File: config.mk
export PLATFORM = sky130hd
export DESIGN_NAME = track_length_speed_tracker
export DESIGN_NICKNAME = d
export VERILOG_FILES = /design/src/rtl/tlst_pkg.sv /design/src/rtl/tlst_sqrt.sv /design/src/rtl/tlst_div.sv /design/src/rtl/track_length_speed_tracker.sv
export SDC_FILE = /design/constraint.sdc
export NUM_CORES = 2
export LEC_CHECK = 0
export BUFFER_PORTS_ARGS = -buffer_cell sky130_fd_sc_hd__buf_2
export CORE_MARGIN = 2
export CORE_UTILIZATION = 40
export CTS_CLUSTER_SIZE = 28
export DETAILED_ROUTE_END_ITERATION = 8
export PLACE_DENSITY = 0.56
export SLEW_MARGIN = 10
export SYNTH_ARGS = -nofsm -noshare
export SYNTH_HDL_FRONTEND = slang
export SYNTH_SLANG_ARGS = --single-unit
export TNS_END_PERCENT = 10
File: constraint.sdc
create_clock -name clk -period 12.3 [get_ports clk]
set_clock_uncertainty 0.05 [all_clocks]
set_input_delay 0.615 -clock clk [delete_from_list [all_inputs] [get_ports clk]]
set_output_delay 0.615 -clock clk [all_outputs]
set_load 0.03 [all_outputs]
File: src/rtl/tlst_pkg.sv
// ----------------------------------------------------------------------------
// tlst_pkg: shared types and constants of the track length and speed tracker
// Holds the beat layouts of both channels, the request and response groups of
// the iterative arithmetic units, the register indexes and the sequencer states.
// ----------------------------------------------------------------------------
`default_nettype none

package tlst_pkg;

	// Field widths
	localparam int POS_W    = 24;
	localparam int MAG_W    = 24;   // largest coordinate difference is 2^24-1
	localparam int SQ_W     = 2 * MAG_W;
	localparam int RAD_W    = 50;   // sum of three squares
	localparam int ROOT_W   = RAD_W / 2;
	localparam int STAMP_W  = 32;
	localparam int LEN_W    = 40;
	localparam int SPD_W    = 32;
	localparam int BOX_W    = 23;
	localparam int FRAC_W   = 16;

	// Divider geometry
	localparam int NUM_W        = LEN_W + FRAC_W;
	localparam int DIV_CNT_W    = $clog2(NUM_W + 1);
	localparam int SPD_STEPS    = ROOT_W + FRAC_W;
	localparam int MEAN_STEPS   = NUM_W;
	localparam int ROOT_CNT_W   = $clog2(ROOT_W + 1);

	// Configuration register indexes
	localparam int CFG_IDX_W = 2;
	localparam logic [CFG_IDX_W-1:0] CFG_BOX_MAX_X = 2'd0;
	localparam logic [CFG_IDX_W-1:0] CFG_BOX_MAX_Y = 2'd1;
	localparam logic [CFG_IDX_W-1:0] CFG_BOX_MAX_Z = 2'd2;

	localparam logic [BOX_W-1:0] BOX_RESET = {BOX_W{1'b1}};
	localparam logic [LEN_W-1:0] LEN_MAX   = {LEN_W{1'b1}};
	localparam logic [SPD_W-1:0] SPD_MAX   = {SPD_W{1'b1}};

	// Input beat
	typedef struct packed {
		logic                      start_track;
		logic signed [POS_W-1:0]   pos_x;
		logic signed [POS_W-1:0]   pos_y;
		logic signed [POS_W-1:0]   pos_z;
		logic        [STAMP_W-1:0] stamp;
	} point_t;

	// Result beat
	typedef struct packed {
		logic               visible;
		logic [LEN_W-1:0]   path_length;
		logic [SPD_W-1:0]   peak_speed;
		logic [SPD_W-1:0]   mean_speed;
		logic [STAMP_W-1:0] elapsed;
		logic               bad_step;
	} result_t;

	// Square root unit
	typedef struct packed {
		logic             go;
		logic [RAD_W-1:0] radicand;
	} sqrt_cmd_t;

	typedef struct packed {
		logic              done;
		logic [ROOT_W-1:0] root;
	} sqrt_rsp_t;

	// Divider unit: dividend is aligned to the top, steps counts live bits
	typedef struct packed {
		logic                 go;
		logic [NUM_W-1:0]     dividend;
		logic [STAMP_W-1:0]   divisor;
		logic [DIV_CNT_W-1:0] steps;
	} div_cmd_t;

	typedef struct packed {
		logic             done;
		logic [SPD_W-1:0] quot;
	} div_rsp_t;

	// Sequencer
	typedef enum logic [3:0] {
		ST_IDLE,
		ST_SQR,
		ST_SUM,
		ST_ROOT_GO,
		ST_ROOT_WAIT,
		ST_PATH,
		ST_SPD_GO,
		ST_SPD_WAIT,
		ST_MEAN_CHK,
		ST_MEAN_GO,
		ST_MEAN_WAIT,
		ST_OUT
	} tlst_state_t;

endpackage

`default_nettype wire

File: src/rtl/tlst_sqrt.sv
// ----------------------------------------------------------------------------
// tlst_sqrt: iterative integer square root
// Digit-by-digit floor square root, two radicand bits per cycle, one
// compare and subtract per step; done pulses for one cycle with the root.
// ----------------------------------------------------------------------------
`default_nettype none

module tlst_sqrt (
	input  wire               clk,
	input  wire               arst_n,
	input  tlst_pkg::sqrt_cmd_t cmd,
	output tlst_pkg::sqrt_rsp_t rsp
);
	import tlst_pkg::*;

	logic [RAD_W-1:0]      rad_q;
	logic [ROOT_W:0]       rem_q;
	logic [ROOT_W-1:0]     root_q;
	logic [ROOT_CNT_W-1:0] cnt_q;
	logic                  busy_q;
	logic                  done_q;

	logic [ROOT_W+2:0] rem_shift;
	logic [ROOT_W+2:0] trial;
	logic [ROOT_W+2:0] rest;
	logic              fits;

	// Bring down the next radicand pair and test the trial term
	always_comb begin
		rem_shift = {rem_q, rad_q[RAD_W-1 -: 2]};
		trial     = {1'b0, root_q, 2'b01};
		rest      = rem_shift - trial;
		fits      = (rem_shift >= trial);
	end

	// Control
	always_ff @(posedge clk or negedge arst_n) begin
		if (!arst_n) begin
			busy_q <= 1'b0;
			done_q <= 1'b0;
			cnt_q  <= '0;
		end else begin
			done_q <= 1'b0;
			if (busy_q) begin
				cnt_q <= cnt_q - 1'b1;
				if (cnt_q == ROOT_CNT_W'(1)) begin
					busy_q <= 1'b0;
					done_q <= 1'b1;
				end
			end else if (cmd.go) begin
				busy_q <= 1'b1;
				cnt_q  <= ROOT_CNT_W'(ROOT_W);
			end
		end
	end

	// Datapath
	always_ff @(posedge clk) begin
		if (busy_q) begin
			rad_q <= {rad_q[RAD_W-3:0], 2'b00};
			if (fits) begin
				rem_q  <= rest[ROOT_W:0];
				root_q <= {root_q[ROOT_W-2:0], 1'b1};
			end else begin
				rem_q  <= rem_shift[ROOT_W:0];
				root_q <= {root_q[ROOT_W-2:0], 1'b0};
			end
		end else if (cmd.go) begin
			rad_q  <= cmd.radicand;
			rem_q  <= '0;
			root_q <= '0;
		end
	end

	assign rsp.done = done_q;
	assign rsp.root = root_q;

endmodule

`default_nettype wire

File: src/rtl/tlst_div.sv
// ----------------------------------------------------------------------------
// tlst_div: shared iterative divider
// Restoring division, one quotient bit per cycle; the quotient saturates to
// the speed width. Serves both segment speed and mean speed.
// ----------------------------------------------------------------------------
`default_nettype none

module tlst_div (
	input  wire                clk,
	input  wire                arst_n,
	input  tlst_pkg::div_cmd_t cmd,
	output tlst_pkg::div_rsp_t rsp
);
	import tlst_pkg::*;

	logic [NUM_W-1:0]     num_q;
	logic [NUM_W-1:0]     quot_q;
	logic [STAMP_W-1:0]   rem_q;
	logic [STAMP_W-1:0]   dvs_q;
	logic [DIV_CNT_W-1:0] cnt_q;
	logic                 busy_q;
	logic                 done_q;

	logic [STAMP_W:0] trial;
	logic [STAMP_W:0] diff;
	logic             fits;

	// Shift in the next dividend bit and try the subtraction
	always_comb begin
		trial = {rem_q, num_q[NUM_W-1]};
		diff  = trial - {1'b0, dvs_q};
		fits  = (trial >= {1'b0, dvs_q});
	end

	// Control
	always_ff @(posedge clk or negedge arst_n) begin
		if (!arst_n) begin
			busy_q <= 1'b0;
			done_q <= 1'b0;
			cnt_q  <= '0;
		end else begin
			done_q <= 1'b0;
			if (busy_q) begin
				cnt_q <= cnt_q - 1'b1;
				if (cnt_q == DIV_CNT_W'(1)) begin
					busy_q <= 1'b0;
					done_q <= 1'b1;
				end
			end else if (cmd.go) begin
				busy_q <= 1'b1;
				cnt_q  <= cmd.steps;
			end
		end
	end

	// Datapath
	always_ff @(posedge clk) begin
		if (busy_q) begin
			num_q  <= {num_q[NUM_W-2:0], 1'b0};
			quot_q <= {quot_q[NUM_W-2:0], fits};
			rem_q  <= fits ? diff[STAMP_W-1:0] : trial[STAMP_W-1:0];
		end else if (cmd.go) begin
			num_q  <= cmd.dividend;
			dvs_q  <= cmd.divisor;
			quot_q <= '0;
			rem_q  <= '0;
		end
	end

	// Saturate to the speed width
	assign rsp.done = done_q;
	assign rsp.quot = (|quot_q[NUM_W-1:SPD_W]) ? SPD_MAX : quot_q[SPD_W-1:0];

endmodule

`default_nettype wire

File: src/rtl/track_length_speed_tracker.sv
// ----------------------------------------------------------------------------
// track_length_speed_tracker: polyline path length and speed tracker
// Follows a track of timestamped 3D points, adding segment lengths into a
// saturating path length and keeping the peak and mean speeds in Q16.16.
//
//   channel  | handshake                  | beat
//   ---------+----------------------------+-------------------------
//   point    | point_valid / point_stall  | point_t  (in)
//   result   | result_valid / result_stall| result_t (out)
//   cfg      | cfg_we, cfg_index          | cfg_data (box limits)
//
// A continuing point is squared axis by axis on one 24x24 multiplier, then
// passes the square root unit and the shared divider (segment, mean speed).
// A bad time step skips the speed division, zero elapsed time the mean one;
// a track start goes straight to its result. point_stall is high from
// acceptance until the result is loaded; a stalled result holds the
// sequencer in its last state. Reset clears the track state and sets every
// box limit to its maximum.
// ----------------------------------------------------------------------------
`default_nettype none

module track_length_speed_tracker (
	input  wire                                clk,
	input  wire                                arst_n,
	input  wire                                point_valid,
	output logic                               point_stall,
	input  tlst_pkg::point_t                   point,
	output logic                               result_valid,
	input  wire                                result_stall,
	output tlst_pkg::result_t                  result,
	input  wire                                cfg_we,
	input  wire  [tlst_pkg::CFG_IDX_W-1:0]     cfg_index,
	input  wire  [tlst_pkg::BOX_W-1:0]         cfg_data
);
	import tlst_pkg::*;

	localparam logic [1:0] AXIS_X = 2'd0;
	localparam logic [1:0] AXIS_Y = 2'd1;
	localparam logic [1:0] AXIS_Z = 2'd2;

	tlst_state_t state_q, state_d;

	logic [BOX_W-1:0] box_x_q, box_y_q, box_z_q;

	point_t             item_q;
	logic [POS_W-1:0]   prev_x_q, prev_y_q, prev_z_q;
	logic [STAMP_W-1:0] prev_stamp_q;
	logic [STAMP_W-1:0] first_q;
	logic [LEN_W-1:0]   length_q;
	logic [SPD_W-1:0]   peak_q;
	logic [SPD_W-1:0]   mean_q;
	logic               bad_q;
	logic               have_prev_q;

	logic [1:0]         ax_q;
	logic [SQ_W-1:0]    prod_s1;
	logic [RAD_W-1:0]   sum_q;
	logic [ROOT_W-1:0]  seg_q;

	result_t            result_q;
	logic               result_valid_q;

	logic               accept;
	logic               new_track;
	logic               out_load;
	logic signed [POS_W:0] diff;
	logic [MAG_W-1:0]   mag;
	logic [STAMP_W-1:0] dtu;
	logic [STAMP_W-1:0] elapsed;
	logic               step_bad;
	logic [LEN_W:0]     len_sum;
	logic               visible;

	sqrt_cmd_t sqrt_cmd;
	sqrt_rsp_t sqrt_rsp;
	div_cmd_t  div_cmd;
	div_rsp_t  div_rsp;

	tlst_sqrt u_sqrt (
		.clk    (clk),
		.arst_n (arst_n),
		.cmd    (sqrt_cmd),
		.rsp    (sqrt_rsp)
	);

	tlst_div u_div (
		.clk    (clk),
		.arst_n (arst_n),
		.cmd    (div_cmd),
		.rsp    (div_rsp)
	);

	// Handshake terms
	assign accept    = point_valid && !point_stall;
	assign new_track = point.start_track || !have_prev_q;

	// Difference on the selected axis, then its magnitude
	always_comb begin
		case (ax_q)
			AXIS_X:  diff = {item_q.pos_x[POS_W-1], item_q.pos_x}
				- {prev_x_q[POS_W-1], prev_x_q};
			AXIS_Y:  diff = {item_q.pos_y[POS_W-1], item_q.pos_y}
				- {prev_y_q[POS_W-1], prev_y_q};
			AXIS_Z:  diff = {item_q.pos_z[POS_W-1], item_q.pos_z}
				- {prev_z_q[POS_W-1], prev_z_q};
			default: diff = '0;
		endcase
		mag = diff[POS_W] ? MAG_W'(-diff) : diff[MAG_W-1:0];
	end

	// Time terms, path sum and box test
	always_comb begin
		dtu      = item_q.stamp - prev_stamp_q;
		elapsed  = item_q.stamp - first_q;
		step_bad = (dtu == '0) || dtu[STAMP_W-1];
		len_sum  = {1'b0, length_q} + (LEN_W+1)'(seg_q);
		visible  = !item_q.pos_x[POS_W-1] && (item_q.pos_x[BOX_W-1:0] <= box_x_q)
			&& !item_q.pos_y[POS_W-1] && (item_q.pos_y[BOX_W-1:0] <= box_y_q)
			&& !item_q.pos_z[POS_W-1] && (item_q.pos_z[BOX_W-1:0] <= box_z_q);
	end

	// Next state
	always_comb begin
		state_d = state_q;
		case (state_q)
			ST_IDLE:      if (accept) state_d = new_track ? ST_OUT : ST_SQR;
			ST_SQR:       if (ax_q == AXIS_Z) state_d = ST_SUM;
			ST_SUM:       state_d = ST_ROOT_GO;
			ST_ROOT_GO:   state_d = ST_ROOT_WAIT;
			ST_ROOT_WAIT: if (sqrt_rsp.done) state_d = ST_PATH;
			ST_PATH:      state_d = step_bad ? ST_MEAN_CHK : ST_SPD_GO;
			ST_SPD_GO:    state_d = ST_SPD_WAIT;
			ST_SPD_WAIT:  if (div_rsp.done) state_d = ST_MEAN_CHK;
			ST_MEAN_CHK:  state_d = (elapsed == '0) ? ST_OUT : ST_MEAN_GO;
			ST_MEAN_GO:   state_d = ST_MEAN_WAIT;
			ST_MEAN_WAIT: if (div_rsp.done) state_d = ST_OUT;
			ST_OUT:       if (out_load) state_d = ST_IDLE;
			default:      state_d = ST_IDLE;
		endcase
	end

	// Sequencer outputs
	always_comb begin
		point_stall       = (state_q != ST_IDLE);
		out_load          = (state_q == ST_OUT) && (!result_valid_q || !result_stall);
		sqrt_cmd.go       = (state_q == ST_ROOT_GO);
		sqrt_cmd.radicand = sum_q;
		div_cmd.go        = 1'b0;
		div_cmd.dividend  = {length_q, {FRAC_W{1'b0}}};
		div_cmd.divisor   = elapsed;
		div_cmd.steps     = DIV_CNT_W'(MEAN_STEPS);
		case (state_q)
			ST_SPD_GO: begin
				div_cmd.go       = 1'b1;
				div_cmd.dividend = {seg_q, {(NUM_W-ROOT_W){1'b0}}};
				div_cmd.divisor  = dtu;
				div_cmd.steps    = DIV_CNT_W'(SPD_STEPS);
			end
			ST_MEAN_GO: begin
				div_cmd.go = 1'b1;
			end
			default: begin
			end
		endcase
	end

	// Sequencer state and box registers
	always_ff @(posedge clk or negedge arst_n) begin
		if (!arst_n) begin
			state_q <= ST_IDLE;
			box_x_q <= BOX_RESET;
			box_y_q <= BOX_RESET;
			box_z_q <= BOX_RESET;
		end else begin
			state_q <= state_d;
			if (cfg_we) begin
				case (cfg_index)
					CFG_BOX_MAX_X: box_x_q <= cfg_data;
					CFG_BOX_MAX_Y: box_y_q <= cfg_data;
					CFG_BOX_MAX_Z: box_z_q <= cfg_data;
					default: begin
					end
				endcase
			end
		end
	end

	// Track state
	always_ff @(posedge clk or negedge arst_n) begin
		if (!arst_n) begin
			have_prev_q  <= 1'b0;
			prev_x_q     <= '0;
			prev_y_q     <= '0;
			prev_z_q     <= '0;
			prev_stamp_q <= '0;
			first_q      <= '0;
			length_q     <= '0;
			peak_q       <= '0;
		end else begin
			// open a new track on the accepted point
			if (accept && new_track) begin
				length_q <= '0;
				peak_q   <= '0;
				first_q  <= point.stamp;
			end
			// add the segment, hold at the top
			if (state_q == ST_PATH) begin
				length_q <= len_sum[LEN_W] ? LEN_MAX : len_sum[LEN_W-1:0];
			end
			// keep the faster segment
			if ((state_q == ST_SPD_WAIT) && div_rsp.done && (div_rsp.quot > peak_q)) begin
				peak_q <= div_rsp.quot;
			end
			// advance the previous point
			if (out_load) begin
				have_prev_q  <= 1'b1;
				prev_x_q     <= item_q.pos_x;
				prev_y_q     <= item_q.pos_y;
				prev_z_q     <= item_q.pos_z;
				prev_stamp_q <= item_q.stamp;
			end
		end
	end

	// Working registers
	always_ff @(posedge clk) begin
		if (accept) begin
			item_q  <= point;
			bad_q   <= 1'b0;
			mean_q  <= '0;
			ax_q    <= AXIS_X;
			prod_s1 <= '0;
			sum_q   <= '0;
		end
		// square one axis a cycle, sum the previous product
		if (state_q == ST_SQR) begin
			prod_s1 <= mag * mag;
			sum_q   <= sum_q + RAD_W'(prod_s1);
			ax_q    <= ax_q + 2'd1;
		end
		if (state_q == ST_SUM) begin
			sum_q <= sum_q + RAD_W'(prod_s1);
		end
		if ((state_q == ST_ROOT_WAIT) && sqrt_rsp.done) begin
			seg_q <= sqrt_rsp.root;
		end
		if (state_q == ST_PATH) begin
			bad_q <= step_bad;
		end
		if ((state_q == ST_MEAN_WAIT) && div_rsp.done) begin
			mean_q <= div_rsp.quot;
		end
	end

	// Result register
	always_ff @(posedge clk or negedge arst_n) begin
		if (!arst_n) begin
			result_valid_q <= 1'b0;
		end else if (out_load) begin
			result_valid_q <= 1'b1;
		end else if (!result_stall) begin
			result_valid_q <= 1'b0;
		end
	end

	always_ff @(posedge clk) begin
		if (out_load) begin
			result_q.visible     <= visible;
			result_q.path_length <= length_q;
			result_q.peak_speed  <= peak_q;
			result_q.mean_speed  <= mean_q;
			result_q.elapsed     <= elapsed;
			result_q.bad_step    <= bad_q;
		end
	end

	assign result_valid = result_valid_q;
	assign result       = result_q;

endmodule

`default_nettype wire

==> flow_metrics.tcl <==
set metrics [dict create \
    grtUsageTotal_pct 20.8 \
    post-route-util_pct 45.7 \
    final_nets 8270 \
    clock_path_buffers 3 \
    cts_tree "built" \
    fin_crit_sh_pct 95.8 \
    grt_antenna_before_repair 9 \
    critPathSlowestCell "a211oi_1" \
    cts_buffers 111 \
    post-place-ws_ns 0.392 \
    stdcell_count 9478 \
    crit_type "register to register" \
    fin_setup_tns_ns 0 \
    rsz0062_at_grt "no" \
    critPathMostFrequentCell "fa_1" \
    grt_pass1_wl_mm 287 \
    final_cell_mix "inv_1, nand2_1, edfxtp_1" \
    ys.flop_type "edfxtp_1" \
    avgSynthCellArea_um2 10.1 \
    critPathRequiredTime_ns 12.70 \
    synth_area_um2 68500 \
    via_per_inst 5.23 \
    dr_total_vias 49526 \
    layout_setup_ws_ns 0.518 \
    ys_types 108 \
    die_x_um 418 \
    hold_violations 0 \
    rows 151 \
    syn2layout_area_growth_pct 13.2 \
    synth_edf_count 658 \
    tightest_slew_ns 1.12 \
    fmax_ghz 0.0849 \
    first_pass_iters 6 \
    multi_input_area_um2 36900 \
    pin_count 275 \
    crit_family "adder cells" \
    peakVddDrop_uv 117 \
    wl_per_cell_um 18.9 \
    ant_nets 0 \
    syn_nets 7908 \
    worstPathArrival_ns 12.19 \
    synthXorXnorAreaFrac_pct 3.38 \
    seq_area_frac_synth_pct 39.9 \
    clkTransAtPathRegs_ns 0.06 \
    slowest_delay_ns 0.69 \
    drc_errors 0 \
    yosys_warnings 0 \
    async_reset_ff_share_pct 31.1 \
    p_leak_uw 0.0350 \
    drt_iter0_markers 3508 \
    grt_max_degree 153 \
    cp-start-kind "register" \
    dpl.hpwl_mm 136 \
    p_per_area_nw_per_um2 93.7 \
    crit_buf_inv 5 \
    layout_commonest_cell "inv_1" \
    wirelength_mm 179 \
    hold_ws_ns 0.0426 \
    cap_violations 0 \
    worstSkewPairLatency_ns 0.77 \
    die_area_um2 175000 \
    period_needed_ns 11.78 \
    layout-drive-gt1-share_pct 10.8 \
    drv_slew 0 \
    place_inst 9156 \
    status "completed" \
    gp_congestion 0.901 \
    finalSetupViolations 0 \
    crit_path_end_kind "register" \
    die_y_um 418 \
    hold_class "input pin to register" \
    synthMuxAreaShare_pct 2.34 \
    slew_headroom_pct 23.7 \
    ys_seq_elements 958 \
    gr-total-overflow 0 \
    fillers 16032 \
    synth_fa_ha_area_share_pct 22.6 \
    netlist_instances 6794 \
    portBuffers 274 \
    crit_fanout 17 \
    yosys.area_share.simple_pct 13.0 \
    seq_area_um2 27300 \
    grt_pass1_vias 50758 \
    coreArea_um2 170000 \
    cts-root-buf "clkbuf_16" \
    initial_utilization_pct 40.4 \
    synth_top_family_by_area "adder cells" \
    cts_sinks 958 \
    synth_compound_area_share_pct 12.4 \
    htreeDepth 3 \
]
## cells in the mapped netlist (12+ instances only)
cell type,count,area (um^2)
inv_2,15,56.3
o211ai_1,25,188
and2_1,87,544
mux2_2,52,586
dfrtp_1,229,5730
a21oi_1,298,1490
nand3_1,90,450
or2_2,26,163
nor3b_1,15,113
a21boi_0,15,113
xor2_1,107,937
o21ai_0,433,2170
inv_1,930,3490
nor4_1,30,188
ha_1,549,6870
a211oi_1,40,300
nand4_1,55,344
o21a_1,68,510
clkbuf_1,172,646
nor2b_1,67,419
fa_1,430,8610
a31oi_1,59,369
dfstp_2,69,1810
nand2_1,706,2650
o21bai_1,41,308
a21o_1,147,1100
a2111oi_0,12,105
xnor2_1,156,1370
nand2b_1,50,313
and3_1,44,275
mux2i_1,99,991
buf_2,24,120
edfxtp_1,658,19800
nor2_1,554,2080
or3_1,31,194
nor3_1,113,566
o31ai_1,28,210
a211o_1,21,184
a31o_2,13,114
## sequential cells by signal, indices dropped and copies added, names as in the netlist, 25 cells and up
| name | flops |
|---|---|
| result | 138 |
| item_q | 104 |
| u_div.quot_q | 56 |
| sum_q | 50 |
| u_sqrt.rad_q | 50 |
| prod_s1 | 47 |
| length_q | 40 |
| u_div.num_q | 40 |
| first_q | 32 |
| mean_q | 32 |
| peak_q | 32 |
| prev_stamp_q | 32 |
| u_div.dvs_q | 32 |
| u_div.rem_q | 32 |
| u_sqrt.rem_q | 26 |
| seg_q | 25 |
| u_sqrt.root_q | 25 |
## power by group
group	total [uW]	internal [uW]	switching (uW)
clock	3520	2090	1440
combinational	241	113	128
sequential	3510	3490	17.2
## area by class of cell
cell class | count | area share (%)
clock buffer | 153 | 4.09
clock inverter | 59 | 0.980
inverter | 947 | 4.60
timing repair buffer | 461 | 3.92
antenna | 5 | 0.0161
sequential | 958 | 35.2
multi-input combinational | 4677 | 47.6
tap | 2218 | 3.58
## path summary, 6_finish.rpt
path | slack [ns] | cells after the start | to | startpoint
worst min-delay path | 0.04 | 1 | item_q[18] | point[18]
worst min register to register | 0.36 | 0 | result[62] | mean_q[29]
max in group asynchronous | 9.70 | 4 | peak_q[16] | arst_n
min in group asynchronous | 0.47 | 2 | prev_y_q[19] | arst_n
worst max register to register | 0.52 | 37 | prod_s1[35] | item_q[80]
worst max-delay path | 0.52 | 37 | prod_s1[35] | item_q[80]
## routing by layer
| layer | GRT usage (%) | wire, um | vias up |
|---|---|---|---|
| met5 | 0 | 0 | - |
| met4 | 6.68 | 5650 | 0 |
| met3 | 2.68 | 7690 | 271 |
| met2 | 34.4 | 84200 | 1073 |
| met1 | 28.2 | 81200 | 24221 |
| li1 | - | - | 23961 |
## stage by stage
stage | power (uW) | area, um^2
finish | 7280 | 77600
floorplan | 3690 | 68500
global placement | 3780 | 72600
CTS | 7370 | 77500
detailed placement | 3790 | 72600
global route | 7520 | 77600
## what timing repair did
action	CTS	global route
endpoints found under the setup margin	0	13
endpoints found under the hold margin	155	0
hold buffers	99	0
gates resized for setup	0	13
setup buffers	0	6
## cell families (layout without fill, tap and decap cells)
| kind of cell | count (synthesis) | after routing |
|---|---|---|
| AOI/OAI and AO/OA | 1348 | 1348 |
| xor gates and xnor gates | 264 | 264 |
| adders and majority gates | 979 | 979 |
| buffers and inverters | 1159 | 1620 |
| DFF | 958 | 958 |
| muxes | 153 | 153 |
| other | 0 | 5 |
| and+or+nand+nor | 1933 | 1933 |
No activity file was read; power rests on OpenSTA's default activity.
